## src/sv/adjs_ram.sv

```systemverilog
// Generic single-write, single-read RAM with a registered read port.
// No dependencies.
`timescale 1ns / 1ps
`default_nettype none

module adjs_ram #(
    parameter int WIDTH = 8,
    parameter int DEPTH = 16
) (
    input  wire logic                     i_clk,
    input  wire logic                     i_we,
    input  wire logic [$clog2(DEPTH)-1:0] i_waddr,
    input  wire logic [WIDTH-1:0]         i_wdata,
    input  wire logic [$clog2(DEPTH)-1:0] i_raddr,
    output logic      [WIDTH-1:0]         o_rdata
);

    logic [WIDTH-1:0] r_mem [DEPTH];

    always_ff @(posedge i_clk) begin
        if (i_we) begin
            r_mem[i_waddr] <= i_wdata;
        end
        o_rdata <= r_mem[i_raddr];
    end

endmodule

`default_nettype wire

```

## config.mk

```make
export PLATFORM = sky130hd
export DESIGN_NAME = adjs_ram
export DESIGN_NICKNAME = d
export VERILOG_FILES = /design/src/sv/adjs_ram.sv
export SDC_FILE = /design/constraint.sdc
export NUM_CORES = 1
export LEC_CHECK = 0
export BUFFER_PORTS_ARGS = -buffer_cell sky130_fd_sc_hd__buf_4
export CORE_UTILIZATION = 60
export CTS_CLUSTER_DIAMETER = 100
export DETAILED_ROUTE_END_ITERATION = 10
export GPL_ROUTABILITY_DRIVEN = 1
export PLACE_DENSITY_LB_ADDON = 0.1
export SLEW_MARGIN = 20
export SYNTH_ARGS = -nofsm -noshare
export SYNTH_HDL_FRONTEND = slang
export SYNTH_SLANG_ARGS = --single-unit
```

## constraint.sdc

```tcl
create_clock -name i_clk -period 1.7 [get_ports i_clk]
set_input_delay 0 -clock i_clk [delete_from_list [all_inputs] [get_ports i_clk]]
set_output_delay 0 -clock i_clk [all_outputs]
set_load 0.02 [all_outputs]
```

==> metrics.csv, run 1 <==
metric,value,unit
mappedNetlistNets,247,
antenna-diode-count,0,
yosysTopAreaCellShare,74.67,%
ctsResizeCount,0,
ys_top_cells_by_count,"edfxtp_1, mux4_2, a22oi_1",
relSlewSlack,71.91,%
cp_data_arrival_time,1.76,ns
worstPathCellList,mux4_2 -> a22oi_1 -> nand2_1,
fin_area,6315,um^2
grt_max_degree,17,
die_w,94.63,um
endpoint_kind,flop,
firstDrtPassIters,5,
grt_overflow,0,
post-place-ws,0.2411,ns
ant_nets,0,
critPathMaxStageDelay,0.48,ns
cts_tree,done,
synth.cell_area,5147,um^2
p_leak,2.187,nW
max-clock-path-buffers,2,
clk_pin_slew_worst_paths,0.06,ns
die_height,94.63,um
yosysSeqAreaShare,77.78,%
critical_path.slowest_cell,mux4_2,
crit_fanout,1,
antenna_found_initial,0,
die-area,8954,um^2
power_density,1299,nW/um^2
rsz0062_at_grt,no,
multi_input_area,1057,um^2
ys_ff_latch,136,
syn2layout_area_growth,22.68,%
routed_wl,9.966,mm
timing.fmax,725.6,MHz
track_usage,24.86,%
path_class,flop to flop,
avgSynthCellArea,22.48,um^2
total_power,8.203,mW
status,completed,
drt_iter0_drc,199,
crit_family,multiplexers,
synth_area_leaders,"edfxtp_1, mux4_2, mux4_1, dfxtp_1, a22oi_1",
skew,0.006837,ns
port_buffers,25,
wl_per_cell,24.25,um
num_vias,2536,
fin_crit_sh,81.07,%
setup_ws,0.3218,ns
yosys_warnings,0,
rows,33,
drc,0,
slew_viol_final,0,
tns,0,ns
yosysMostFrequentCell,edfxtp_1,
post-route-util,76.47,%
cp-start-kind,flop,
placed_area,5583,um^2
synth_ff_type,edfxtp_1,
synth_top_area_cell,edfxtp_1,
hp-class,input pin to flop,
h-tree-depth,4,
clock_sinks,136,
peakVddDrop,0.9320,mV
worst_pin_slew,0.4214,ns
dpl.hpwl,5.906,mm
synth_edf_count,128,
grt_pass1_wl,14.88,mm
setup_viol,0,
finalHoldViolCount,0,
cts_made_buffers,17,
start_util,62.33,%
crit_buf_inv,0,
netlist_instances,229,
period_minus_slack,1.378,ns
routabilityCongestion,0.7100,
postCtsSetupRepairBufs,0,
seq_area,4004,um^2
yosys.cell_types.count,19,
grt_pass1_vias,2575,
ios,26,
synthArstFlopShare,0,%
layout-drive-gt1-share,31.05,%
drv_cap,0,
fin_nets,311,
n_fill_cell,451,
required,2.08,ns
routed_via_density,6.170,
cts_root_buffer,clkbuf_8,
core,8258,um^2
clk_latency,0.50,ns
final cells by class:
cell class	instances	area share, %
Clock buffer	20	6.737
Multi-Input combinational cell	83	16.74
Sequential cell	136	63.40
Timing Repair Buffer	55	7.450
Tap cell	105	2.080
Clock inverter	12	3.586
power breakdown:
group	internal (mW)	leakage (nW)	switching (mW)
logic	0.195	0.654	0.220
clock network	2.68	0.309	1.33
registers	3.75	1.22	0.0249
total	6.63	2.19	1.58
repair_timing:
item                                   CTS  global route
endpoints found under the hold margin  128             0
hold buffers                             8             0
setup endpoints to repair                0             0
worst paths after layout:
check | startpoint | cells past startpoint | to | slack, ns
setup / recovery | r_mem[3][4]$_DFFE_PP_ | 3 | o_rdata[4]$_DFF_P_ | 0.32
hold / removal | i_waddr[0] | 3 | r_mem[4][4]$_DFFE_PP_ | 0.03
setup reg to reg | r_mem[3][4]$_DFFE_PP_ | 3 | o_rdata[4]$_DFF_P_ | 0.32
hold reg to reg | r_mem[14][2]$_DFFE_PP_ | 3 | o_rdata[2]$_DFF_P_ | 0.67
layout by cell type, fill, tap and decap left out, drive strengths merged, types with 4 or more instances in the layout:
master / Yosys / layout
a22oi: 16 / 16
buf: 7 / 47
bufinv: 0 / 6
clkbuf: 0 / 20
clkinv: 0 / 4
dfxtp: 8 / 8
dlygate4sd3: 0 / 8
edfxtp: 128 / 128
mux4: 32 / 32
nand2: 9 / 9
nor2: 13 / 13
nor3: 4 / 4
registers in the layout, summed over array words and instances, names as in the netlist:
register  count
r_mem       128
o_rdata       8
through the flow:
step / hold slack [ns] / cells
2_1_floorplan: 0.09887 / 229
4_1_cts: 0.002316 / 411
6_report: 0.02659 / 411
3_5_place_dp: 0.3144 / 371
3_3_place_gp: 0.3027 / 371
5_1_grt: 0.01626 / 411
routing by layer:
layer,global-route usage (%),wire (um),vias to the layer above
li1,-,-,1100
met1,33.96,4160,1320
met2,39.33,5083,100
met3,5.797,573,16
met4,9.975,148,0
met5,0,0,-
cell families after synthesis:
| logic type | Yosys count | synth area share (%) |
|---|---|---|
| AND/OR/NAND/NOR | 35 | 3.184 |
| buffers and inverters | 10 | 1.677 |
| flip-flops | 136 | 77.78 |
| AO/OA/AOI/OAI | 16 | 2.334 |
| multiplexers | 32 | 15.02 |
worst reg2reg max path: stages, from the launching register on:
cell and delay (ns):
edfxtp_1 0.36, mux4_2 0.48, a22oi_1 0.31, nand2_1 0.11
No activity file was read; power rests on OpenSTA's default activity.
==> inputs of run 2 (changes only) <==
Clock period 1.7 ns to 1.4 ns, I/O delays scaled along.
==> run 2 against run 1 <==
Fmax rose by 0.91%. Setup slack got worse by 0.29 ns. Combinational power rose by 27%. Critical path depth did not move. Largest power group is now registers. Highest routed layer unchanged.
==> metrics.csv, run 2 (synthesis gave the netlist of run 1 again) <==
metric,value,unit,change
ant_nets,0,,unchanged
grt_overflow,0,,unchanged
track_usage,24.68,%,was 24.86%
endpoint_kind,flop,,unchanged
layout-drive-gt1-share,32.47,%,was 31.05%
reg2reg_depth,3,,unchanged
clk_latency,0.50,ns,about the same
relSlewSlack,44.47,%,was 71.91%
period_minus_slack,1.366,ns,was 1.378 ns
clk_pin_slew_worst_paths,0.06,ns,about the same
worstPathCellList,mux4_1 -> a22oi_2 -> nand2_1,,was mux4_2 -> a22oi_1 -> nand2_1
rr_endpoint,o_rdata[2]$_DFF_P_,,was o_rdata[4]$_DFF_P_
dpl.hpwl,6.149,mm,was 5.906 mm
die_height,94.63,um,unchanged
fin_nets,314,,was 311
skew,0.007026,ns,was 0.006837 ns
core,8258,um^2,unchanged
ios,26,,unchanged
grt_pass1_wl,14.73,mm,was 14.88 mm
drc,0,,unchanged
port_buffers,25,,unchanged
critPathMaxStageDelay,0.51,ns,was 0.48 ns
drv_cap,0,,unchanged
syn2layout_area_growth,23.14,%,was 22.68%
crit_path_start,r_mem[0][2]$_DFFE_PP_,,was r_mem[3][4]$_DFFE_PP_
fin_cells,413,,was 411
grt_max_degree,17,,unchanged
cp-start-kind,flop,,unchanged
h-tree-depth,4,,unchanged
seq_area,4004,um^2,unchanged
rsz0062_at_grt,no,,unchanged
total_power,9.619,mW,was 8.203 mW
start_util,62.33,%,unchanged
crit_buf_inv,0,,unchanged
wl_per_cell,23.71,um,was 24.25 um
layout_common_cells,"edfxtp_1, buf_4, mux4_2, clkbuf_16",,"was edfxtp_1, buf_4, mux4_2, a22oi_1, clkbuf_16"
slew_viol_final,0,,unchanged
routabilityCongestion,0.6919,,was 0.7100
worst_pin_slew,0.8299,ns,was 0.4214 ns
r2r_start,r_mem[0][2]$_DFFE_PP_,,was r_mem[3][4]$_DFFE_PP_
clock_sinks,136,,unchanged
cp-endpoint,o_rdata[2]$_DFF_P_,,was o_rdata[4]$_DFF_P_
crit_family,multiplexers,,unchanged
dp_cells,372,,was 371
cp_data_arrival_time,1.75,ns,was 1.76 ns
grt_pass1_vias,2636,,was 2575
cts_tree,done,,unchanged
routed_via_density,5.947,,was 6.170
layout_commonest_cell,edfxtp_1,,unchanged
worstSetupPathDepth,3,,unchanged
antenna-diode-count,0,,unchanged
status,completed,,unchanged
rows,33,,unchanged
placed_area,5620,um^2,was 5583 um^2
cts_root_buffer,clkbuf_8,,unchanged
p_leak,2.196,nW,was 2.187 nW
path_class,flop to flop,,unchanged
top_register,r_mem,,unchanged
rrSetupSlack,0.03,ns,was 0.32 ns
required,1.78,ns,was 2.08 ns
cts_made_buffers,17,,unchanged
setup_viol,0,,unchanged
antenna_found_initial,0,,unchanged
drt_iter0_drc,169,,was 199
firstDrtPassIters,4,,was 5
largest_reg_flops,128,,unchanged
max-clock-path-buffers,2,,unchanged
hp-class,input pin to flop,,unchanged
crit_fanout,1,,unchanged
num_vias,2456,,was 2536
finalHoldViolCount,0,,unchanged
largest_registers,"r_mem: 128 flops, o_rdata: 8 flops",,unchanged
power_density,1517,nW/um^2,was 1299 nW/um^2
critical_path.slowest_cell,mux4_1,,was mux4_2
fin_crit_sh,97.56,%,was 81.07%
routed_wl,9.793,mm,was 9.966 mm
n_fill_cell,457,,was 451
timing.fmax,732.2,MHz,was 725.6 MHz
peakVddDrop,1.030,mV,was 0.9320 mV
die-area,8954,um^2,unchanged
die_w,94.63,um,unchanged
multi_input_area,1072,um^2,was 1057 um^2
fin_area,6339,um^2,was 6315 um^2
run 2: cell types whose count changed in the layout (fill, tap and decap cells not counted), sizes merged:
cell | previous run | this run
buf | 47 | 48
bufinv | 6 | 4
inv | 0 | 1
dlygate4sd3 | 8 | 10
clkbuf | 20 | 19
clkinv | 4 | 5
run 2: layout make-up:
type,instances,share of cell area [%]
clock buffers,19,6.810
clock inverters,12,2.783
multi-input cells,83,16.92
flip-flops and latches,136,63.17
well taps,105,2.073
repair buffers,58,8.251
run 2: per-layer routing:
layer | wire length, um | vias to the layer above | GRT usage, %
li1 | - | 1106 | -
met1 | 4190 | 1269 | 31.62
met2 | 5039 | 71 | 41.31
met3 | 428 | 10 | 5.556
met4 | 135 | 0 | 9.848
met5 | 0 | - | 0
run 2: worst register-to-register path, stage by stage (launching register included):
cell and delay [ns]:
edfxtp_1 0.37, mux4_1 0.51, a22oi_2 0.28, nand2_1 0.08
run 2: worst min path at each step:
stage,start,end,slack (ns),cells after the start
floorplan,i_wdata[0],r_mem[0][0]$_DFFE_PP_,0.1,0
global placement,i_wdata[4],r_mem[7][4]$_DFFE_PP_,0.30,1
detailed placement,i_wdata[3],r_mem[13][3]$_DFFE_PP_,0.32,1
CTS,i_raddr[2],o_rdata[7]$_DFF_P_,0.06,4
global route,i_raddr[1],o_rdata[7]$_DFF_P_,0.08,4
finish,i_raddr[2],o_rdata[7]$_DFF_P_,0.07,4
run 2: power breakdown:
group          internal [mW]  switching, mW
Sequential              4.55         0.0264
Combinational          0.250          0.277
Clock                   2.93           1.58
Total                   7.73           1.89
run 2: timing repair:
item	in CTS	in global routing
endpoints found under the setup margin	1	1
hold buffers	10	0
endpoints found under the hold margin	134	0
gates cloned	0	0
resized for setup	1	1
setup buffers	0	0
run 2: metrics by stage:
step	hold slack [ns]	setup TNS [ns]	setup WS, ns	util (%)
after global placement	0.3036	-0.04654	-0.04654	68.06
after floorplan	0.09887	0	0.1339	-
after detailed placement	0.3172	-0.03047	-0.03047	68.06
final	0.06908	0	0.03421	76.76
after CTS	0.05884	0	0.03720	76.70
after global routing	0.07968	0	0.002041	76.76
