--- config.mk ---
export PLATFORM = sky130hd
export DESIGN_NAME = adjs_mac
export DESIGN_NICKNAME = d
export VERILOG_FILES = /design/src/sv/adjs_pkg.sv /design/src/sv/adjs_mac.sv
export SDC_FILE = /design/constraint.sdc
export NUM_CORES = 2
export LEC_CHECK = 0
export ABC_AREA = 1
export ABC_CLOCK_PERIOD_IN_PS = 7100
export BUFFER_PORTS_ARGS = -buffer_cell sky130_fd_sc_hd__clkbuf_2
export CAP_MARGIN = 20
export CORE_MARGIN = 5
export CORE_UTILIZATION = 35
export DETAILED_ROUTE_END_ITERATION = 8
export HOLD_SLACK_MARGIN = 0.15
export PLACE_DENSITY = 0.49
export SYNTH_ARGS = -nofsm -noshare
export SYNTH_HDL_FRONTEND = slang
export SYNTH_SLANG_ARGS = --single-unit
--- constraint.sdc ---
create_clock -name i_clk -period 7.1 [get_ports i_clk]
set_input_delay 0 -clock i_clk [delete_from_list [all_inputs] [get_ports i_clk]]
set_output_delay 0 -clock i_clk [all_outputs]
set_load 0.02 [all_outputs]
--- src/sv/adjs_pkg.sv ---
// Shared types, constants and helper functions for the mesh edge adjacency scan.
// No dependencies; every other RTL file of the block but adjs_ram imports it.
`timescale 1ns / 1ps
`default_nettype none

package adjs_pkg;

    localparam int MAX_VERTS  = 64;
    localparam int MAX_FACES  = 16;
    localparam int VADDR_W    = $clog2(MAX_VERTS);
    localparam int FADDR_W    = $clog2(MAX_FACES);

    localparam int OP_W       = 2;
    localparam int SLOT_W     = 6;
    localparam int COORD_W    = 24;
    localparam int CORNER_W   = 7;
    localparam int EDGE_W     = 2;
    localparam int CNT_W      = 5;
    localparam int EPS_W      = 24;
    localparam int OFACE_W    = 4;
    localparam int CFG_IDX_W  = 2;

    localparam int FACE_W     = 4 * CORNER_W;
    localparam int VTX_W      = 3 * COORD_W;
    localparam int VEC_W      = COORD_W + 1;

    // Operands of the shared multiplier are kept as 55-bit signed values,
    // their magnitudes fit in 54 bits, split into two 27-bit halves.
    localparam int OPND_W     = 55;
    localparam int MAG_W      = 54;
    localparam int HALF_W     = 27;
    localparam int ACC_W      = 110;
    localparam int MAC_STEPS  = 4;

    localparam logic [CORNER_W-1:0] ABSENT_CORNER = CORNER_W'(64);

    localparam logic [OP_W-1:0] OP_VERTEX = 2'd0;
    localparam logic [OP_W-1:0] OP_FACE   = 2'd1;
    localparam logic [OP_W-1:0] OP_SCAN   = 2'd2;

    localparam logic [CFG_IDX_W-1:0] CFG_FACE_COUNT = 2'd0;
    localparam logic [CFG_IDX_W-1:0] CFG_DIST_EPS   = 2'd1;
    localparam logic [CFG_IDX_W-1:0] CFG_EDGE_EPS   = 2'd2;

    typedef struct packed {
        logic             start;
        logic             clr;
        logic             neg;
        logic [MAG_W-1:0] a;
        logic [MAG_W-1:0] b;
    } t_mac_req;

    typedef struct packed {
        logic                    busy;
        logic                    done;
        logic signed [ACC_W-1:0] acc;
    } t_mac_rsp;

    // Corner k of a packed face word.
    function automatic logic [CORNER_W-1:0] corner_at(input logic [FACE_W-1:0] w,
                                                      input logic [EDGE_W-1:0] k);
        return w[k*CORNER_W +: CORNER_W];
    endfunction

    // Corner count of a face word: 3 or 4 when valid, 0 when invalid.
    function automatic logic [2:0] face_corners(input logic [FACE_W-1:0] w);
        logic [CORNER_W-1:0] c0;
        logic [CORNER_W-1:0] c1;
        logic [CORNER_W-1:0] c2;
        logic [CORNER_W-1:0] c3;
        logic [CORNER_W-1:0] lim;
        logic [2:0]          n;
        c0  = w[0*CORNER_W +: CORNER_W];
        c1  = w[1*CORNER_W +: CORNER_W];
        c2  = w[2*CORNER_W +: CORNER_W];
        c3  = w[3*CORNER_W +: CORNER_W];
        lim = CORNER_W'(MAX_VERTS);
        n   = 3'd0;
        if (c0 >= ABSENT_CORNER || c1 >= ABSENT_CORNER || c2 >= ABSENT_CORNER) begin
            n = 3'd0;
        end else if (c0 >= lim || c1 >= lim || c2 >= lim) begin
            n = 3'd0;
        end else if (c3 >= ABSENT_CORNER) begin
            n = (c0 == c1 || c1 == c2 || c2 == c0) ? 3'd0 : 3'd3;
        end else if (c3 >= lim) begin
            n = 3'd0;
        end else begin
            n = (c0 == c1 || c1 == c2 || c2 == c3 || c3 == c0) ? 3'd0 : 3'd4;
        end
        return n;
    endfunction

endpackage

`default_nettype wire

--- src/sv/adjs_mac.sv ---
// Shared multiply-accumulate unit: one 27x27 partial product per cycle during a run.
// Depends on adjs_pkg.
`timescale 1ns / 1ps
`default_nettype none

module adjs_mac (
    input  wire logic              i_clk,
    input  wire logic              i_rst_n,
    input  wire adjs_pkg::t_mac_req i_req,
    output adjs_pkg::t_mac_rsp     o_rsp
);
    import adjs_pkg::*;

    logic                    r_busy;
    logic                    r_done;
    logic [2:0]              r_cnt;
    logic [MAG_W-1:0]        r_a;
    logic [MAG_W-1:0]        r_b;
    logic                    r_neg;
    logic [MAG_W-1:0]        r_pp;
    logic [1:0]              r_sh;
    logic signed [ACC_W-1:0] r_acc;

    logic [HALF_W-1:0]       w_ap;
    logic [HALF_W-1:0]       w_bp;
    logic [MAG_W-1:0]        n_pp;
    logic [1:0]              n_sh;
    logic signed [ACC_W-1:0] w_term;

    // Partial k pairs half k[1] of a with half k[0] of b.
    always_comb begin
        w_ap   = r_cnt[1] ? r_a[MAG_W-1:HALF_W] : r_a[HALF_W-1:0];
        w_bp   = r_cnt[0] ? r_b[MAG_W-1:HALF_W] : r_b[HALF_W-1:0];
        n_pp   = MAG_W'(w_ap) * MAG_W'(w_bp);
        n_sh   = 2'({1'b0, r_cnt[1]} + {1'b0, r_cnt[0]});
        case (r_sh)
            2'd0:    w_term = ACC_W'(r_pp);
            2'd1:    w_term = ACC_W'(r_pp) << HALF_W;
            default: w_term = ACC_W'(r_pp) << (2 * HALF_W);
        endcase
    end

    always_ff @(posedge i_clk) begin
        if (!i_rst_n) begin
            r_busy <= 1'b0;
            r_done <= 1'b0;
            r_cnt  <= '0;
        end else begin
            r_done <= 1'b0;
            if (i_req.start) begin
                r_busy <= 1'b1;
                r_cnt  <= '0;
            end else if (r_busy) begin
                r_cnt <= r_cnt + 3'd1;
                if (r_cnt == 3'(MAC_STEPS)) begin
                    r_busy <= 1'b0;
                    r_done <= 1'b1;
                end
            end
        end
    end

    always_ff @(posedge i_clk) begin
        if (i_req.start) begin
            r_a   <= i_req.a;
            r_b   <= i_req.b;
            r_neg <= i_req.neg;
            if (i_req.clr) begin
                r_acc <= '0;
            end
        end else if (r_busy) begin
            if (r_cnt != 3'(MAC_STEPS)) begin
                r_pp <= n_pp;
                r_sh <= n_sh;
            end
            if (r_cnt != 3'd0) begin
                r_acc <= r_neg ? (r_acc - w_term) : (r_acc + w_term);
            end
        end
    end

    assign o_rsp.busy = r_busy;
    assign o_rsp.done = r_done;
    assign o_rsp.acc  = r_acc;

endmodule

`default_nettype wire

==> flow_summary.json <==
{
  "synth_edf_count": 275,
  "path_clk_slew_ps": 60,
  "via_count": 46757,
  "grt_first_pass_wirelength_um": 315000,
  "drtIter0Drc": 2912,
  "antennaDiodeCount": 0,
  "critPathLaunch": "r_cnt[0]$_SDFFE_PP0P_",
  "wl_met2_um": 108000,
  "post-route-util": 0.440,
  "synth-seq-cells": 280,
  "fmax_mhz": 144,
  "maxCapViolCount": 0,
  "die-width_um": 380,
  "grt_usage": 0.292,
  "area_delta_synth_final_pct": 24.7,
  "yosysWarnings": 0,
  "stdcell_count": 9342,
  "met3WireLength_um": 8440,
  "crit_top_cell": "fa_1",
  "fillers": 14179,
  "clock_path_buffers": 3,
  "drv_slew": 0,
  "finalInstanceArea_sq_um": 59700,
  "synth.distinct_cells": 44,
  "worst_ep_arrival_time_ps": 7310,
  "layout_commonest_cell": "nand2_1",
  "drc": 0,
  "ys_seq_area_frac": 0.174,
  "setup_viol": 0,
  "mostFrequentLayoutCells": "1769 x nand2_1, 1255 x inv_1, 915 x nor2_1",
  "startpoint_type": "register",
  "htreeDepth": 2,
  "max_stage_delay_ps": 510,
  "via_per_inst": 5.01,
  "cts.sinks": 280,
  "clock_skew_ps": 46.3,
  "period_needed_ps": 6950,
  "async_reset_ff_frac": 0,
  "syn_nets": 7727,
  "layout-drive-gt1-share": 0.146,
  "synthCells": 6684,
  "slew-limit-headroom": 0.232,
  "dr.max_layer_used": "met5",
  "grt_pass1_vias": 48974,
  "outcome": "completed",
  "die_area_sq_um": 144000,
  "drt-pass1-iter-count": 5,
  "start_util": 0.353,
  "drt-met1-wl_um": 82100,
  "drt_wl_total_um": 213000,
  "gp_congestion": 1.00,
  "grt_overflow": 0,
  "cts_root_buf": "clkbuf_16",
  "tritoncts": "done",
  "dp_cells": 9013,
  "ys.flop_type": "edfxtp_1",
  "syn_area_per_cell_sq_um": 7.17,
  "worstPathMaxFanout": 16,
  "syn_area_sq_um": 47900,
  "numCtsBuffers": 41,
  "route.detailed.wl_per_inst_um": 22.8,
  "die_y_um": 380,
  "regArea_sq_um": 8360,
  "multiInputGateArea_sq_um": 34900,
  "dpl_cell_area_sq_um": 54800,
  "end_kind": "register",
  "worst_slew_pin_slew_ps": 1140,
  "port_buffers": 224,
  "drt.antenna.violating_nets": 0,
  "hold_path.class": "input port to register",
  "hold_viol": 0,
  "cpMaxStageDelayCell": "fa_1",
  "rsz0062_at_grt": "yes",
  "worstSkewPairLatency_ps": 650,
  "r2r_start": "r_cnt[0]$_SDFFE_PP0P_",
  "cp.required_ps": 7450,
  "io_pins": 225,
  "fin_crit_sh": 0.979,
  "min_from": "i_rst_n",
  "antenna_found_initial": 3,
  "dpl.hpwl_um": 185000,
  "grt_max_degree": 95,
  "crit_type": "register to register",
  "nets": 8572,
  "core_sq_um": 136000,
  "row_count": 135
}
==> routing by layer <==
metal  vias to the layer above  GRT usage
li1                      22226          -
met1                     22726      0.335
met2                      1349      0.535
met3                       454     0.0287
met4                         2      0.161
met5                         -          0
==> timing repair <==
| item | CTS | global route |
|---|---|---|
| pin swaps | 1 | 26 |
| setup buffers | 1 | 32 |
| hold buffers | 221 | 0 |
| endpoints found under the setup margin | 26 | 37 |
| endpoints found under the hold margin | 142 | 0 |
| gates resized for setup | 44 | 229 |
| gates cloned | 0 | 2 |
==> final timing paths <==
kind	end	slack [ps]	depth (start not counted)
max	r_pp[46]$_DFFE_PP_	150	31
min reg2reg	r_done$_SDFF_PP0_	500	2
min	r_done$_SDFF_PP0_	270	4
max reg2reg	r_pp[46]$_DFFE_PP_	150	31
==> critical path: cells and delay by family, from the launching register on <==
kind / cells / cell delay, ps
adders and majority gates: 8 / 3650
buffers and inverters: 13 / 1420
and+or+nand+nor: 8 / 1150
DFF: 1 / 340
AOI/OAI and AO/OA: 1 / 80
xor gates and xnor gates: 1 / 60
==> layout make-up <==
class	count	area share
well taps	1781	0.0373
clock buffers	52	0.0189
clock inverters	23	0.00392
repair buffers	960	0.134
multi-input cells	4939	0.584
flip-flops and latches	280	0.140
inverters	1307	0.0824
==> stage by stage <==
| step | worst slack [ps] | setup TNS (ps) | hold WS (ps) |
|---|---|---|---|
| final | 147 | 0 | 267 |
| after global routing | -132 | -483 | 274 |
| after CTS | 1.96 | 0 | 226 |
| after detailed placement | -454 | -3890 | 179 |
| after global placement | -414 | -3040 | 177 |
| after floorplan | 88.3 | 0 | 98.9 |
==> cells by family (layout without fill, tap and decap cells) <==
group | after synthesis | in the layout | synth area share
buffers and inverters | 1465 | 2342 | 0.116
DFF | 280 | 280 | 0.174
and+or+nand+nor | 3192 | 3192 | 0.267
AOI/OAI and AO/OA | 686 | 686 | 0.0775
xor gates and xnor gates | 131 | 131 | 0.0240
adders and majority gates | 930 | 930 | 0.341
==> Yosys cell counts (2+ instances only) <==
master,count,share of area
a211oi_1,2,0.00031
a21boi_0,5,0.00078
a21o_1,14,0.0022
a21oi_1,311,0.032
a31oi_1,17,0.0022
and2_1,4,0.00052
and3_1,2,0.00026
buf_1,8,0.00063
buf_2,13,0.0014
buf_4,4,0.00063
buf_6,6,0.0014
clkbuf_1,127,0.010
clkinv_1,25,0.0020
dfxtp_1,5,0.0021
edfxtp_1,275,0.17
fa_1,625,0.26
ha_1,305,0.080
inv_1,1275,0.10
inv_2,7,0.00055
nand2_1,1784,0.14
nand2_2,9,0.0012
nand3_1,239,0.025
nand3b_1,3,0.00047
nand4_1,50,0.0065
nor2_1,956,0.075
nor2_2,18,0.0024
nor2_4,2,0.00047
nor3_1,48,0.0050
nor4_1,18,0.0024
o21a_1,16,0.0025
o21ai_0,227,0.024
o21ai_1,33,0.0034
o21ai_2,12,0.0022
o21bai_1,44,0.0069
o31ai_1,3,0.00047
or2_2,55,0.0072
xnor2_1,54,0.0099
xor2_1,77,0.014
==> state kept, by name, indices dropped and copies added (netlist names) <==
| signal | flops |
|---|---|
| r_a | 54 |
| r_acc | 110 |
| r_b | 54 |
| r_busy | 1 |
| r_cnt | 3 |
| r_done | 1 |
| r_neg | 1 |
| r_pp | 54 |
| r_sh | 2 |
Power is left out: the tool's default activity adds up to more than one toggle a clock period on the data nets, which glitch-free logic cannot reach.
