## config.mk

```make
export PLATFORM = sky130hd
export DESIGN_NAME = adjs_seq
export DESIGN_NICKNAME = d
export VERILOG_FILES = /design/src/sv/adjs_pkg.sv /design/src/sv/adjs_seq.sv
export SDC_FILE = /design/constraint.sdc
export NUM_CORES = 2
export LEC_CHECK = 0
export BUFFER_PORTS_ARGS = -buffer_cell sky130_fd_sc_hd__buf_2
export CAP_MARGIN = 25
export CORE_MARGIN = 3
export CORE_UTILIZATION = 45
export CTS_CLUSTER_DIAMETER = 50
export CTS_CLUSTER_SIZE = 30
export DETAILED_ROUTE_END_ITERATION = 7
export HOLD_SLACK_MARGIN = 0.02
export PLACE_DENSITY = 0.62
export SLEW_MARGIN = 20
export SYNTH_ARGS = -nofsm -noshare
export SYNTH_HDL_FRONTEND = slang
export SYNTH_SLANG_ARGS = --single-unit
```

## constraint.sdc

```tcl
create_clock -name i_clk -period 13.4 [get_ports i_clk]
set_input_delay 1.34 -clock i_clk [delete_from_list [all_inputs] [get_ports i_clk]]
set_output_delay 1.34 -clock i_clk [all_outputs]
set_load 0.01 [all_outputs]
```

## src/sv/adjs_pkg.sv

```systemverilog
// Shared types, constants and helper functions for the mesh edge adjacency scan.
// No dependencies; every other RTL file of the block but adjs_ram imports it.
`timescale 1ns / 1ps
`default_nettype none

package adjs_pkg;

    localparam int MAX_VERTS  = 64;
    localparam int MAX_FACES  = 16;
    localparam int VADDR_W    = $clog2(MAX_VERTS);
    localparam int FADDR_W    = $clog2(MAX_FACES);

    localparam int OP_W       = 2;
    localparam int SLOT_W     = 6;
    localparam int COORD_W    = 24;
    localparam int CORNER_W   = 7;
    localparam int EDGE_W     = 2;
    localparam int CNT_W      = 5;
    localparam int EPS_W      = 24;
    localparam int OFACE_W    = 4;
    localparam int CFG_IDX_W  = 2;

    localparam int FACE_W     = 4 * CORNER_W;
    localparam int VTX_W      = 3 * COORD_W;
    localparam int VEC_W      = COORD_W + 1;

    // Operands of the shared multiplier are kept as 55-bit signed values,
    // their magnitudes fit in 54 bits, split into two 27-bit halves.
    localparam int OPND_W     = 55;
    localparam int MAG_W      = 54;
    localparam int HALF_W     = 27;
    localparam int ACC_W      = 110;
    localparam int MAC_STEPS  = 4;

    localparam logic [CORNER_W-1:0] ABSENT_CORNER = CORNER_W'(64);

    localparam logic [OP_W-1:0] OP_VERTEX = 2'd0;
    localparam logic [OP_W-1:0] OP_FACE   = 2'd1;
    localparam logic [OP_W-1:0] OP_SCAN   = 2'd2;

    localparam logic [CFG_IDX_W-1:0] CFG_FACE_COUNT = 2'd0;
    localparam logic [CFG_IDX_W-1:0] CFG_DIST_EPS   = 2'd1;
    localparam logic [CFG_IDX_W-1:0] CFG_EDGE_EPS   = 2'd2;

    typedef struct packed {
        logic             start;
        logic             clr;
        logic             neg;
        logic [MAG_W-1:0] a;
        logic [MAG_W-1:0] b;
    } t_mac_req;

    typedef struct packed {
        logic                    busy;
        logic                    done;
        logic signed [ACC_W-1:0] acc;
    } t_mac_rsp;

    // Corner k of a packed face word.
    function automatic logic [CORNER_W-1:0] corner_at(input logic [FACE_W-1:0] w,
                                                      input logic [EDGE_W-1:0] k);
        return w[k*CORNER_W +: CORNER_W];
    endfunction

    // Corner count of a face word: 3 or 4 when valid, 0 when invalid.
    function automatic logic [2:0] face_corners(input logic [FACE_W-1:0] w);
        logic [CORNER_W-1:0] c0;
        logic [CORNER_W-1:0] c1;
        logic [CORNER_W-1:0] c2;
        logic [CORNER_W-1:0] c3;
        logic [CORNER_W-1:0] lim;
        logic [2:0]          n;
        c0  = w[0*CORNER_W +: CORNER_W];
        c1  = w[1*CORNER_W +: CORNER_W];
        c2  = w[2*CORNER_W +: CORNER_W];
        c3  = w[3*CORNER_W +: CORNER_W];
        lim = CORNER_W'(MAX_VERTS);
        n   = 3'd0;
        if (c0 >= ABSENT_CORNER || c1 >= ABSENT_CORNER || c2 >= ABSENT_CORNER) begin
            n = 3'd0;
        end else if (c0 >= lim || c1 >= lim || c2 >= lim) begin
            n = 3'd0;
        end else if (c3 >= ABSENT_CORNER) begin
            n = (c0 == c1 || c1 == c2 || c2 == c0) ? 3'd0 : 3'd3;
        end else if (c3 >= lim) begin
            n = 3'd0;
        end else begin
            n = (c0 == c1 || c1 == c2 || c2 == c3 || c3 == c0) ? 3'd0 : 3'd4;
        end
        return n;
    endfunction

endpackage

`default_nettype wire

```

## src/sv/adjs_seq.sv

```systemverilog
// Sequencer of the edge adjacency scan: table access, test micro-program on
// the shared MAC unit, and result words. Depends on adjs_pkg.
`timescale 1ns / 1ps
`default_nettype none

module adjs_seq (
    input  wire logic                                   i_clk,
    input  wire logic                                   i_rst_n,
    input  wire logic                                   i_in_valid,
    output logic                                        o_in_ready,
    input  wire logic [adjs_pkg::OP_W-1:0]              i_op,
    input  wire logic [adjs_pkg::SLOT_W-1:0]            i_slot,
    input  wire logic [adjs_pkg::EDGE_W-1:0]            i_edge_number,
    input  wire logic [adjs_pkg::CNT_W-1:0]             i_face_count,
    input  wire logic [adjs_pkg::EPS_W-1:0]             i_dist_eps,
    input  wire logic [adjs_pkg::EPS_W-1:0]             i_edge_eps,
    output logic                                        o_vtx_we,
    output logic                                        o_face_we,
    output logic [adjs_pkg::VADDR_W-1:0]                o_vtx_raddr,
    input  wire logic [adjs_pkg::VTX_W-1:0]             i_vtx_rdata,
    output logic [adjs_pkg::FADDR_W-1:0]                o_face_raddr,
    input  wire logic [adjs_pkg::FACE_W-1:0]            i_face_rdata,
    output adjs_pkg::t_mac_req                          o_mac_req,
    input  wire adjs_pkg::t_mac_rsp                     i_mac_rsp,
    output logic                                        o_out_valid,
    input  wire logic                                   i_out_ready,
    output logic                                        o_found,
    output logic [adjs_pkg::OFACE_W-1:0]                o_other_face,
    output logic [adjs_pkg::EDGE_W-1:0]                 o_other_edge,
    output logic                                        o_last
);
    import adjs_pkg::*;

    typedef enum logic [16:0] {
        S_IDLE  = 17'h00001,
        S_FA    = 17'h00002,
        S_FA_D  = 17'h00004,
        S_VA0   = 17'h00008,
        S_VA1   = 17'h00010,
        S_VA1_D = 17'h00020,
        S_FB    = 17'h00040,
        S_FB_D  = 17'h00080,
        S_VB0   = 17'h00100,
        S_VB1   = 17'h00200,
        S_VB1_D = 17'h00400,
        S_ISSUE = 17'h00800,
        S_WAIT  = 17'h01000,
        S_NEXT  = 17'h02000,
        S_HIT   = 17'h04000,
        S_DONE  = 17'h08000,
        S_SPARE = 17'h10000
    } t_state;

    // Micro-program steps: ST_TEST opens a test, the rest end in an action.
    localparam logic [4:0] ST_LEN2   = 5'd2;
    localparam logic [4:0] ST_DE2    = 5'd3;
    localparam logic [4:0] ST_EE2    = 5'd4;
    localparam logic [4:0] ST_TEST   = 5'd5;
    localparam logic [4:0] ST_DIR    = 5'd7;
    localparam logic [4:0] ST_PP0    = 5'd10;
    localparam logic [4:0] ST_AP0    = 5'd13;
    localparam logic [4:0] ST_DIST0  = 5'd16;
    localparam logic [4:0] ST_PP1    = 5'd19;
    localparam logic [4:0] ST_AP1    = 5'd22;
    localparam logic [4:0] ST_DIST1  = 5'd25;
    localparam logic [4:0] ST_START  = 5'd27;
    localparam logic [4:0] ST_LAST   = 5'd29;

    t_state r_state;
    t_state n_state;

    logic [4:0]                r_step;
    logic [EDGE_W-1:0]         r_edge;
    logic [FADDR_W-1:0]        r_fa;
    logic [CNT_W-1:0]          r_limit;
    logic [CNT_W-1:0]          r_f2;
    logic [EDGE_W-1:0]         r_e2;
    logic [FACE_W-1:0]         r_fcorn;
    logic [2:0]                r_n;
    logic signed [COORD_W-1:0] r_a0 [3];
    logic signed [COORD_W-1:0] r_b0 [3];
    logic signed [VEC_W-1:0]   r_da [3];
    logic signed [VEC_W-1:0]   r_db [3];
    logic signed [VEC_W-1:0]   r_p0 [3];
    logic signed [VEC_W-1:0]   r_p1 [3];
    logic signed [OPND_W-1:0]  r_len2;
    logic signed [OPND_W-1:0]  r_de2;
    logic signed [OPND_W-1:0]  r_ee2;
    logic signed [OPND_W-1:0]  r_pp;
    logic signed [OPND_W-1:0]  r_ap0;
    logic signed [OPND_W-1:0]  r_ap1;
    logic signed [OPND_W-1:0]  r_r;
    logic                      r_pend;
    logic [OFACE_W-1:0]        r_pend_face;
    logic [EDGE_W-1:0]         r_pend_edge;
    logic                      r_out_valid;
    logic                      r_found;
    logic [OFACE_W-1:0]        r_other_face;
    logic [EDGE_W-1:0]         r_other_edge;
    logic                      r_last;

    logic                      w_accept;
    logic [CNT_W-1:0]          w_limit;
    logic [2:0]                w_nfa;
    logic [2:0]                w_nfb;
    logic [EDGE_W-1:0]         w_enext;
    logic [EDGE_W-1:0]         w_e2next;
    logic signed [OPND_W-1:0]  w_x;
    logic signed [OPND_W-1:0]  w_y;
    logic signed [OPND_W-1:0]  w_xm;
    logic signed [OPND_W-1:0]  w_ym;
    logic                      w_sub;
    logic                      w_clr;
    logic signed [OPND_W-1:0]  w_acc_lo;
    logic signed [OPND_W-1:0]  w_rdiff;
    logic                      w_acc_neg;
    logic                      w_acc_pos;
    logic                      w_reject;
    logic                      w_out_free;
    logic                      w_e2_end;

    assign w_accept   = i_in_valid && o_in_ready;
    assign w_limit    = (i_face_count > CNT_W'(MAX_FACES)) ? CNT_W'(MAX_FACES) : i_face_count;
    assign w_nfa      = face_corners(i_face_rdata);
    assign w_nfb      = w_nfa;
    assign w_enext    = (({1'b0, r_edge} + 3'd1) == r_n) ? '0 : r_edge + EDGE_W'(1);
    assign w_e2next   = (({1'b0, r_e2} + 3'd1) == r_n) ? '0 : r_e2 + EDGE_W'(1);
    assign w_e2_end   = ({1'b0, r_e2} + 3'd1) == r_n;
    assign w_out_free = !r_out_valid || i_out_ready;

    assign w_acc_lo   = i_mac_rsp.acc[OPND_W-1:0];
    assign w_rdiff    = r_len2 - w_acc_lo;
    assign w_acc_neg  = i_mac_rsp.acc[ACC_W-1];
    assign w_acc_pos  = !w_acc_neg && (i_mac_rsp.acc != '0);

    assign o_in_ready = (r_state == S_IDLE);
    assign o_vtx_we   = w_accept && (i_op == OP_VERTEX) && ({1'b0, i_slot} < 7'(MAX_VERTS));
    assign o_face_we  = w_accept && (i_op == OP_FACE) && ({1'b0, i_slot} < 7'(MAX_FACES));

    // Table read addresses follow the state.
    always_comb begin
        o_face_raddr = r_fa;
        o_vtx_raddr  = corner_at(r_fcorn, r_edge)[VADDR_W-1:0];
        unique case (r_state)
            S_FB:    o_face_raddr = r_f2[FADDR_W-1:0];
            S_VA1:   o_vtx_raddr  = corner_at(r_fcorn, w_enext)[VADDR_W-1:0];
            S_VB0:   o_vtx_raddr  = corner_at(r_fcorn, r_e2)[VADDR_W-1:0];
            S_VB1:   o_vtx_raddr  = corner_at(r_fcorn, w_e2next)[VADDR_W-1:0];
            default: ;
        endcase
    end

    // Operand table of the test micro-program.
    always_comb begin
        w_x   = '0;
        w_y   = '0;
        w_sub = 1'b0;
        w_clr = 1'b0;
        unique case (r_step)
            5'd0:  begin w_x = OPND_W'(r_da[0]); w_y = OPND_W'(r_da[0]); w_clr = 1'b1; end
            5'd1:  begin w_x = OPND_W'(r_da[1]); w_y = OPND_W'(r_da[1]); end
            5'd2:  begin w_x = OPND_W'(r_da[2]); w_y = OPND_W'(r_da[2]); end
            5'd3:  begin w_x = OPND_W'(i_dist_eps); w_y = OPND_W'(i_dist_eps); w_clr = 1'b1; end
            5'd4:  begin w_x = OPND_W'(i_edge_eps); w_y = OPND_W'(i_edge_eps); w_clr = 1'b1; end
            5'd5:  begin w_x = OPND_W'(r_da[0]); w_y = OPND_W'(r_db[0]); w_clr = 1'b1; end
            5'd6:  begin w_x = OPND_W'(r_da[1]); w_y = OPND_W'(r_db[1]); end
            5'd7:  begin w_x = OPND_W'(r_da[2]); w_y = OPND_W'(r_db[2]); end
            5'd8:  begin w_x = OPND_W'(r_p0[0]); w_y = OPND_W'(r_p0[0]); w_clr = 1'b1; end
            5'd9:  begin w_x = OPND_W'(r_p0[1]); w_y = OPND_W'(r_p0[1]); end
            5'd10: begin w_x = OPND_W'(r_p0[2]); w_y = OPND_W'(r_p0[2]); end
            5'd11: begin w_x = OPND_W'(r_da[0]); w_y = OPND_W'(r_p0[0]); w_clr = 1'b1; end
            5'd12: begin w_x = OPND_W'(r_da[1]); w_y = OPND_W'(r_p0[1]); end
            5'd13: begin w_x = OPND_W'(r_da[2]); w_y = OPND_W'(r_p0[2]); end
            5'd14: begin w_x = r_de2; w_y = r_len2; w_clr = 1'b1; end
            5'd15: begin w_x = r_ap0; w_y = r_ap0; end
            5'd16: begin w_x = r_pp;  w_y = r_len2; w_sub = 1'b1; end
            5'd17: begin w_x = OPND_W'(r_p1[0]); w_y = OPND_W'(r_p1[0]); w_clr = 1'b1; end
            5'd18: begin w_x = OPND_W'(r_p1[1]); w_y = OPND_W'(r_p1[1]); end
            5'd19: begin w_x = OPND_W'(r_p1[2]); w_y = OPND_W'(r_p1[2]); end
            5'd20: begin w_x = OPND_W'(r_da[0]); w_y = OPND_W'(r_p1[0]); w_clr = 1'b1; end
            5'd21: begin w_x = OPND_W'(r_da[1]); w_y = OPND_W'(r_p1[1]); end
            5'd22: begin w_x = OPND_W'(r_da[2]); w_y = OPND_W'(r_p1[2]); end
            5'd23: begin w_x = r_de2; w_y = r_len2; w_clr = 1'b1; end
            5'd24: begin w_x = r_ap1; w_y = r_ap1; end
            5'd25: begin w_x = r_pp;  w_y = r_len2; w_sub = 1'b1; end
            5'd26: begin w_x = r_ee2; w_y = r_len2; w_clr = 1'b1; end
            5'd27: begin w_x = r_ap0; w_y = r_ap0; w_sub = 1'b1; end
            5'd28: begin w_x = r_ee2; w_y = r_len2; w_clr = 1'b1; end
            5'd29: begin w_x = r_r;   w_y = r_r;   w_sub = 1'b1; end
            default: ;
        endcase
        w_xm = w_x[OPND_W-1] ? -w_x : w_x;
        w_ym = w_y[OPND_W-1] ? -w_y : w_y;
    end

    assign o_mac_req.start = (r_state == S_ISSUE);
    assign o_mac_req.clr   = w_clr;
    assign o_mac_req.neg   = w_x[OPND_W-1] ^ w_y[OPND_W-1] ^ w_sub;
    assign o_mac_req.a     = w_xm[MAG_W-1:0];
    assign o_mac_req.b     = w_ym[MAG_W-1:0];

    // Early-out tests at the end of selected steps.
    always_comb begin
        case (r_step)
            ST_DIR:   w_reject = !w_acc_neg;
            ST_AP0:   w_reject = w_acc_neg;
            ST_DIST0: w_reject = w_acc_neg;
            ST_AP1:   w_reject = w_rdiff[OPND_W-1];
            ST_DIST1: w_reject = w_acc_neg;
            ST_START: w_reject = w_acc_pos;
            ST_LAST:  w_reject = w_acc_pos;
            default:  w_reject = 1'b0;
        endcase
    end

    always_comb begin
        n_state = r_state;
        unique case (r_state)
            S_IDLE: begin
                if (w_accept && i_op == OP_SCAN) begin
                    n_state = (i_slot < SLOT_W'(w_limit)) ? S_FA : S_DONE;
                end
            end
            S_FA:    n_state = S_FA_D;
            S_FA_D:  n_state = (w_nfa == 3'd0 || {1'b0, r_edge} >= w_nfa) ? S_DONE : S_VA0;
            S_VA0:   n_state = S_VA1;
            S_VA1:   n_state = S_VA1_D;
            S_VA1_D: n_state = S_ISSUE;
            S_FB:    n_state = (r_f2 >= r_limit) ? S_DONE : S_FB_D;
            S_FB_D:  n_state = (w_nfb == 3'd0) ? S_FB : S_VB0;
            S_VB0:   n_state = S_VB1;
            S_VB1:   n_state = S_VB1_D;
            S_VB1_D: n_state = S_ISSUE;
            S_ISSUE: n_state = S_WAIT;
            S_WAIT: begin
                if (i_mac_rsp.done) begin
                    if (r_step == ST_LAST) begin
                        n_state = w_reject ? S_NEXT : S_HIT;
                    end else if (w_reject) begin
                        n_state = S_NEXT;
                    end else if (r_step == ST_EE2) begin
                        n_state = S_FB;
                    end else begin
                        n_state = S_ISSUE;
                    end
                end
            end
            S_NEXT:  n_state = w_e2_end ? S_FB : S_VB0;
            S_HIT:   n_state = (!r_pend || w_out_free) ? S_NEXT : S_HIT;
            S_DONE:  n_state = w_out_free ? S_IDLE : S_DONE;
            default: n_state = S_IDLE;
        endcase
    end

    always_ff @(posedge i_clk) begin
        if (!i_rst_n) begin
            r_state     <= S_IDLE;
            r_pend      <= 1'b0;
            r_out_valid <= 1'b0;
        end else begin
            r_state <= n_state;
            if (r_out_valid && i_out_ready) begin
                r_out_valid <= 1'b0;
            end
            if (r_state == S_HIT) begin
                if (!r_pend) begin
                    r_pend <= 1'b1;
                end else if (w_out_free) begin
                    r_out_valid <= 1'b1;
                end
            end
            if (r_state == S_DONE && w_out_free) begin
                r_out_valid <= 1'b1;
                r_pend      <= 1'b0;
            end
        end
    end

    always_ff @(posedge i_clk) begin
        unique case (r_state)
            S_IDLE: begin
                r_edge  <= i_edge_number;
                r_fa    <= i_slot[FADDR_W-1:0];
                r_limit <= w_limit;
                r_f2    <= i_slot[CNT_W-1:0] + CNT_W'(1);
                r_step  <= '0;
            end
            S_FA_D: begin
                r_fcorn <= i_face_rdata;
                r_n     <= w_nfa;
            end
            S_VA1: begin
                for (int k = 0; k < 3; k++) begin
                    r_a0[k] <= i_vtx_rdata[k*COORD_W +: COORD_W];
                end
            end
            S_VA1_D: begin
                for (int k = 0; k < 3; k++) begin
                    r_da[k] <= VEC_W'(signed'(i_vtx_rdata[k*COORD_W +: COORD_W]))
                             - VEC_W'(r_a0[k]);
                end
            end
            S_FB: ;
            S_FB_D: begin
                r_fcorn <= i_face_rdata;
                r_n     <= w_nfb;
                r_e2    <= '0;
                if (w_nfb == 3'd0) begin
                    r_f2 <= r_f2 + CNT_W'(1);
                end
            end
            S_VB1: begin
                for (int k = 0; k < 3; k++) begin
                    r_b0[k] <= i_vtx_rdata[k*COORD_W +: COORD_W];
                end
            end
            S_VB1_D: begin
                r_step <= ST_TEST;
                for (int k = 0; k < 3; k++) begin
                    r_db[k] <= VEC_W'(signed'(i_vtx_rdata[k*COORD_W +: COORD_W]))
                             - VEC_W'(r_b0[k]);
                    r_p0[k] <= VEC_W'(r_b0[k]) - VEC_W'(r_a0[k]);
                    r_p1[k] <= VEC_W'(signed'(i_vtx_rdata[k*COORD_W +: COORD_W]))
                             - VEC_W'(r_a0[k]);
                end
            end
            S_WAIT: begin
                if (i_mac_rsp.done) begin
                    r_step <= r_step + 5'd1;
                    case (r_step)
                        ST_LEN2: r_len2 <= w_acc_lo;
                        ST_DE2:  r_de2  <= w_acc_lo;
                        ST_EE2:  r_ee2  <= w_acc_lo;
                        ST_PP0:  r_pp   <= w_acc_lo;
                        ST_AP0:  r_ap0  <= w_acc_lo;
                        ST_PP1:  r_pp   <= w_acc_lo;
                        ST_AP1: begin
                            r_ap1 <= w_acc_lo;
                            r_r   <= w_rdiff;
                        end
                        default: ;
                    endcase
                end
            end
            S_NEXT: begin
                if (w_e2_end) begin
                    r_f2 <= r_f2 + CNT_W'(1);
                end else begin
                    r_e2 <= r_e2 + EDGE_W'(1);
                end
            end
            S_HIT: begin
                if (!r_pend || w_out_free) begin
                    r_pend_face <= r_f2[OFACE_W-1:0];
                    r_pend_edge <= r_e2;
                end
                if (r_pend && w_out_free) begin
                    r_found      <= 1'b1;
                    r_other_face <= r_pend_face;
                    r_other_edge <= r_pend_edge;
                    r_last       <= 1'b0;
                end
            end
            S_DONE: begin
                if (w_out_free) begin
                    r_found      <= r_pend;
                    r_other_face <= r_pend ? r_pend_face : '0;
                    r_other_edge <= r_pend ? r_pend_edge : '0;
                    r_last       <= 1'b1;
                end
            end
            default: ;
        endcase
    end

    assign o_out_valid  = r_out_valid;
    assign o_found      = r_found;
    assign o_other_face = r_other_face;
    assign o_other_edge = r_other_edge;
    assign o_last       = r_last;

endmodule

`default_nettype wire
```

==> impl_metrics.toml <==
[timing]
worstMarginPinSlew_ps = 1130
setup_viol = 0
fin_skew_ps = 29.2
rsz0062_at_grt = "false"
hold_ws_ps = 509
final_hold_viol_count = 0
timing.final.crit_share = 0.640
finalCriticalPeriod_ps = 8580
setup_tns_ps = 0
slew_viol_final = 0
fmax_ghz = 0.117
max_slew_margin = 0.237

[place]
placedInstanceArea_sq_um = 55700
gp_congestion = 0.961
place_inst = 6391
placement.io_buffers = 410
dp_hpwl_um = 133000

[clock_network]
cts.path.max_buffers = 3
cts_resized = 0
hold_buffers = 0
clk_pin_slew_ps = 60
post_cts_buffers = 0
clock_sinks = 910
h-tree-depth = 3
cts_tree = "built"
clock_latency_ps = 710
numCtsBuffers = 111
cts_root_buffer = "clkbuf_16"

[setup_path]
worst_setup_path_end_kind = "primary output"
start_kind = "flop"
rr_endpoint = "r_state[6]"
critPathMaxStageDelay_ps = 930
path_cells = "buf_4 -> buf_4 -> mux2_4 -> and2_1 -> buf_4 -> a222oi_1 -> nor4b_1 -> nand4_1 -> nor4_2 -> nand4b_2 -> nor3_2 -> a41oi_1 -> xor2_1 -> nor2_1 -> buf_2"
critical_path_class = "reg -> out"
worstRegToRegCells = 16
crit_top_cell = "buf_4"
reg2reg_from = "r_len2[0]"
cp.arrival_ps = 7240
slowest_stage = "nor3_2"
reg2reg_slack_ps = 8980
critPathMaxFanout = 40
cp_data_required_time_ps = 12060

[drt]
vias = 40700
vias_per_cell = 6.15
drtPass1Iterations = 8
routedWlPerCell_um = 26.6
drc = 0
drt-initial-drc-count = 5348
finalWirelength_um = 176000
antenna_left = 0

[job]
drv_cap = 0

[pwr]
ir_drop_uv = 118
swShare = 0.369
internal_power_uw = 5900
p_leak_uw = 0.0230
pwr-share-seq = 0.339
comb_power_share = 0.326
p_sw_uw = 3450
p_per_area_nw_per_um2 = 157
pwr-share-clk = 0.335

[worst_hold_path]
hold_class = "reg -> reg"
hp-start = "r_e2[1]"
hold_depth = 0
whs_endpoint = "r_pend_edge[1]"

[logic_synthesis]
ys_types = 105
async_flop_share = 0
seq_area_frac_synth = 0.524
ys_ff_latch = 910
syn-instance-count = 4565
netlist_area_sq_um = 51800
synth_flop_cell = "edfxtp_1"
postSynthAreaPerCell_sq_um = 11.3
synth_edf_count = 892
yosys_warnings = 0
syn_nets = 5144

[finish]
final_cell_area_sq_um = 59600
nets = 5585
areaGrowthSynthToFinish_pct = 15.1
layout_commonest_cell = "edfxtp_1"
mostFrequentLayoutCells = "edfxtp_1, buf_2, nand2_1"
fin_util = 0.526
drive_gt1_frac = 0.162
fin_cells = 6613

[floorplan]
coreArea_sq_um = 113000
die_w_um = 345
die_h_um = 345
io_pins = 412
die-area_sq_um = 119000
row_count = 123
start_util = 0.457

[global_route]
grtUsageTotal = 0.285
grt_start_max_net_pins = 112
globalRouteOverflowTotal = 0
grt_pass1_vias = 38900
antenna_found_initial = 27
grt_pass1_wl_um = 255000

[outcome]
outcome = "finished clean"
## critical path: cells and delay by family (launching register included)
| family | cells | cell delay, ps |
|---|---|---|
| simple gates | 7 | 3390 |
| buf+inv | 4 | 1480 |
| compound gates | 2 | 590 |
| mux | 1 | 470 |
| flops | 1 | 320 |
| xor+xnor | 1 | 210 |
## through the flow
step | power, uW | setup WS [ps]
3_3_place_gp | 6170 | 5860
2_1_floorplan | 4890 | 1450
4_1_cts | 9320 | 5020
6_report | 9350 | 4820
5_1_grt | 9660 | 4700
3_5_place_dp | 6190 | 5780
## Yosys cell counts, drive strengths merged, types with 12 or more instances
cell type / count / share of area
a2111oi: 17 / 0.0041
a211o: 14 / 0.0024
a211oi: 37 / 0.0054
a21boi: 40 / 0.0058
a21o: 78 / 0.011
a21oi: 250 / 0.024
a221o: 22 / 0.0043
a221oi: 14 / 0.0024
a222oi: 130 / 0.025
a22o: 48 / 0.0081
a22oi: 112 / 0.016
a31oi: 35 / 0.0042
a41oi: 23 / 0.0039
and2: 37 / 0.0045
and3: 52 / 0.0063
buf: 69 / 0.0094
clkbuf: 92 / 0.0067
dfxtp: 18 / 0.0070
edfxtp: 892 / 0.52
ha: 290 / 0.070
inv: 310 / 0.022
mux2: 36 / 0.0079
mux2i: 26 / 0.0050
nand2: 320 / 0.023
nand2b: 45 / 0.0054
nand3: 181 / 0.018
nand4: 55 / 0.0068
nand4b: 16 / 0.0029
nor2: 267 / 0.019
nor2b: 83 / 0.010
nor3: 96 / 0.010
nor3b: 19 / 0.0028
nor4: 56 / 0.0081
nor4b: 12 / 0.0024
o21a: 44 / 0.0064
o21ai: 174 / 0.017
o2bb2ai: 14 / 0.0024
o31ai: 15 / 0.0023
or2: 22 / 0.0027
or3: 23 / 0.0029
xnor2: 211 / 0.036
xor2: 113 / 0.019
## state kept, by name (all words and copies together), names as in the netlist, 5 cells and up
| name | cells |
|---|---|
| r_p1 | 75 |
| r_f2 | 5 |
| r_da | 75 |
| r_ap1 | 55 |
| r_step | 5 |
| r_de2 | 55 |
| r_db | 75 |
| r_state | 16 |
| r_fcorn | 24 |
| r_r | 55 |
| r_b0 | 72 |
| r_a0 | 72 |
| r_ap0 | 55 |
| r_p0 | 75 |
| r_pp | 55 |
| r_len2 | 55 |
| r_ee2 | 55 |
| r_limit | 5 |
## how the worst max path moves through the flow
stage	to	startpoint	cells past startpoint	slack, ps
finish	o_mac_req[47]	r_step[2]	15	4820
detailed placement	o_mac_req[47]	r_step[2]	15	5780
CTS	o_mac_req[47]	r_step[2]	15	5020
floorplan	o_vtx_raddr[1]	r_state[1]	9	1450
global placement	o_mac_req[47]	r_step[2]	15	5860
global route	o_mac_req[39]	r_step[2]	15	4700
## metal layers
| metal | vias up | part of all wire | global-route usage |
|---|---|---|---|
| met1 | 19800 | 0.41 | 0.390 |
| met5 | - | 0.00074 | 0 |
| li1 | 18500 | - | - |
| met4 | 20 | 0.036 | 0.0993 |
| met2 | 2082 | 0.45 | 0.447 |
| met3 | 328 | 0.11 | 0.0656 |
## power groups by stage
stage               Combinational, uW  Clock [uW]  Sequential [uW]
global route                     3190        3300             3170
CTS                              2980        3170             3170
floorplan                        1670           0             3220
finish                           3050        3130             3170
global placement                 2950           0             3230
detailed placement               2970           0             3230
## area by class of cell
cell class	count	area [sq um]
diodes	10	25.0
clock inverters	89	1030
flip-flops and latches	910	27100
repair buffers	489	2640
multi-input cells	3184	22900
well taps	1500	1880
clock buffers	121	2870
inverters	310	1170
fillers	9968	53800
## cells by family (layout without fill, tap and decap cells)
kind of cell / count (synthesis) / after routing / share of synthesized area
compound gates: 1157 / 1157 / 0.161
simple gates: 1341 / 1341 / 0.135
buf+inv: 471 / 1009 / 0.0386
mux: 62 / 62 / 0.0129
flops: 910 / 910 / 0.524
other cells: 0 / 10 / 0
fa+ha+maj: 300 / 300 / 0.0739
xor+xnor: 324 / 324 / 0.0548
No activity file was read; power rests on OpenSTA's default activity.
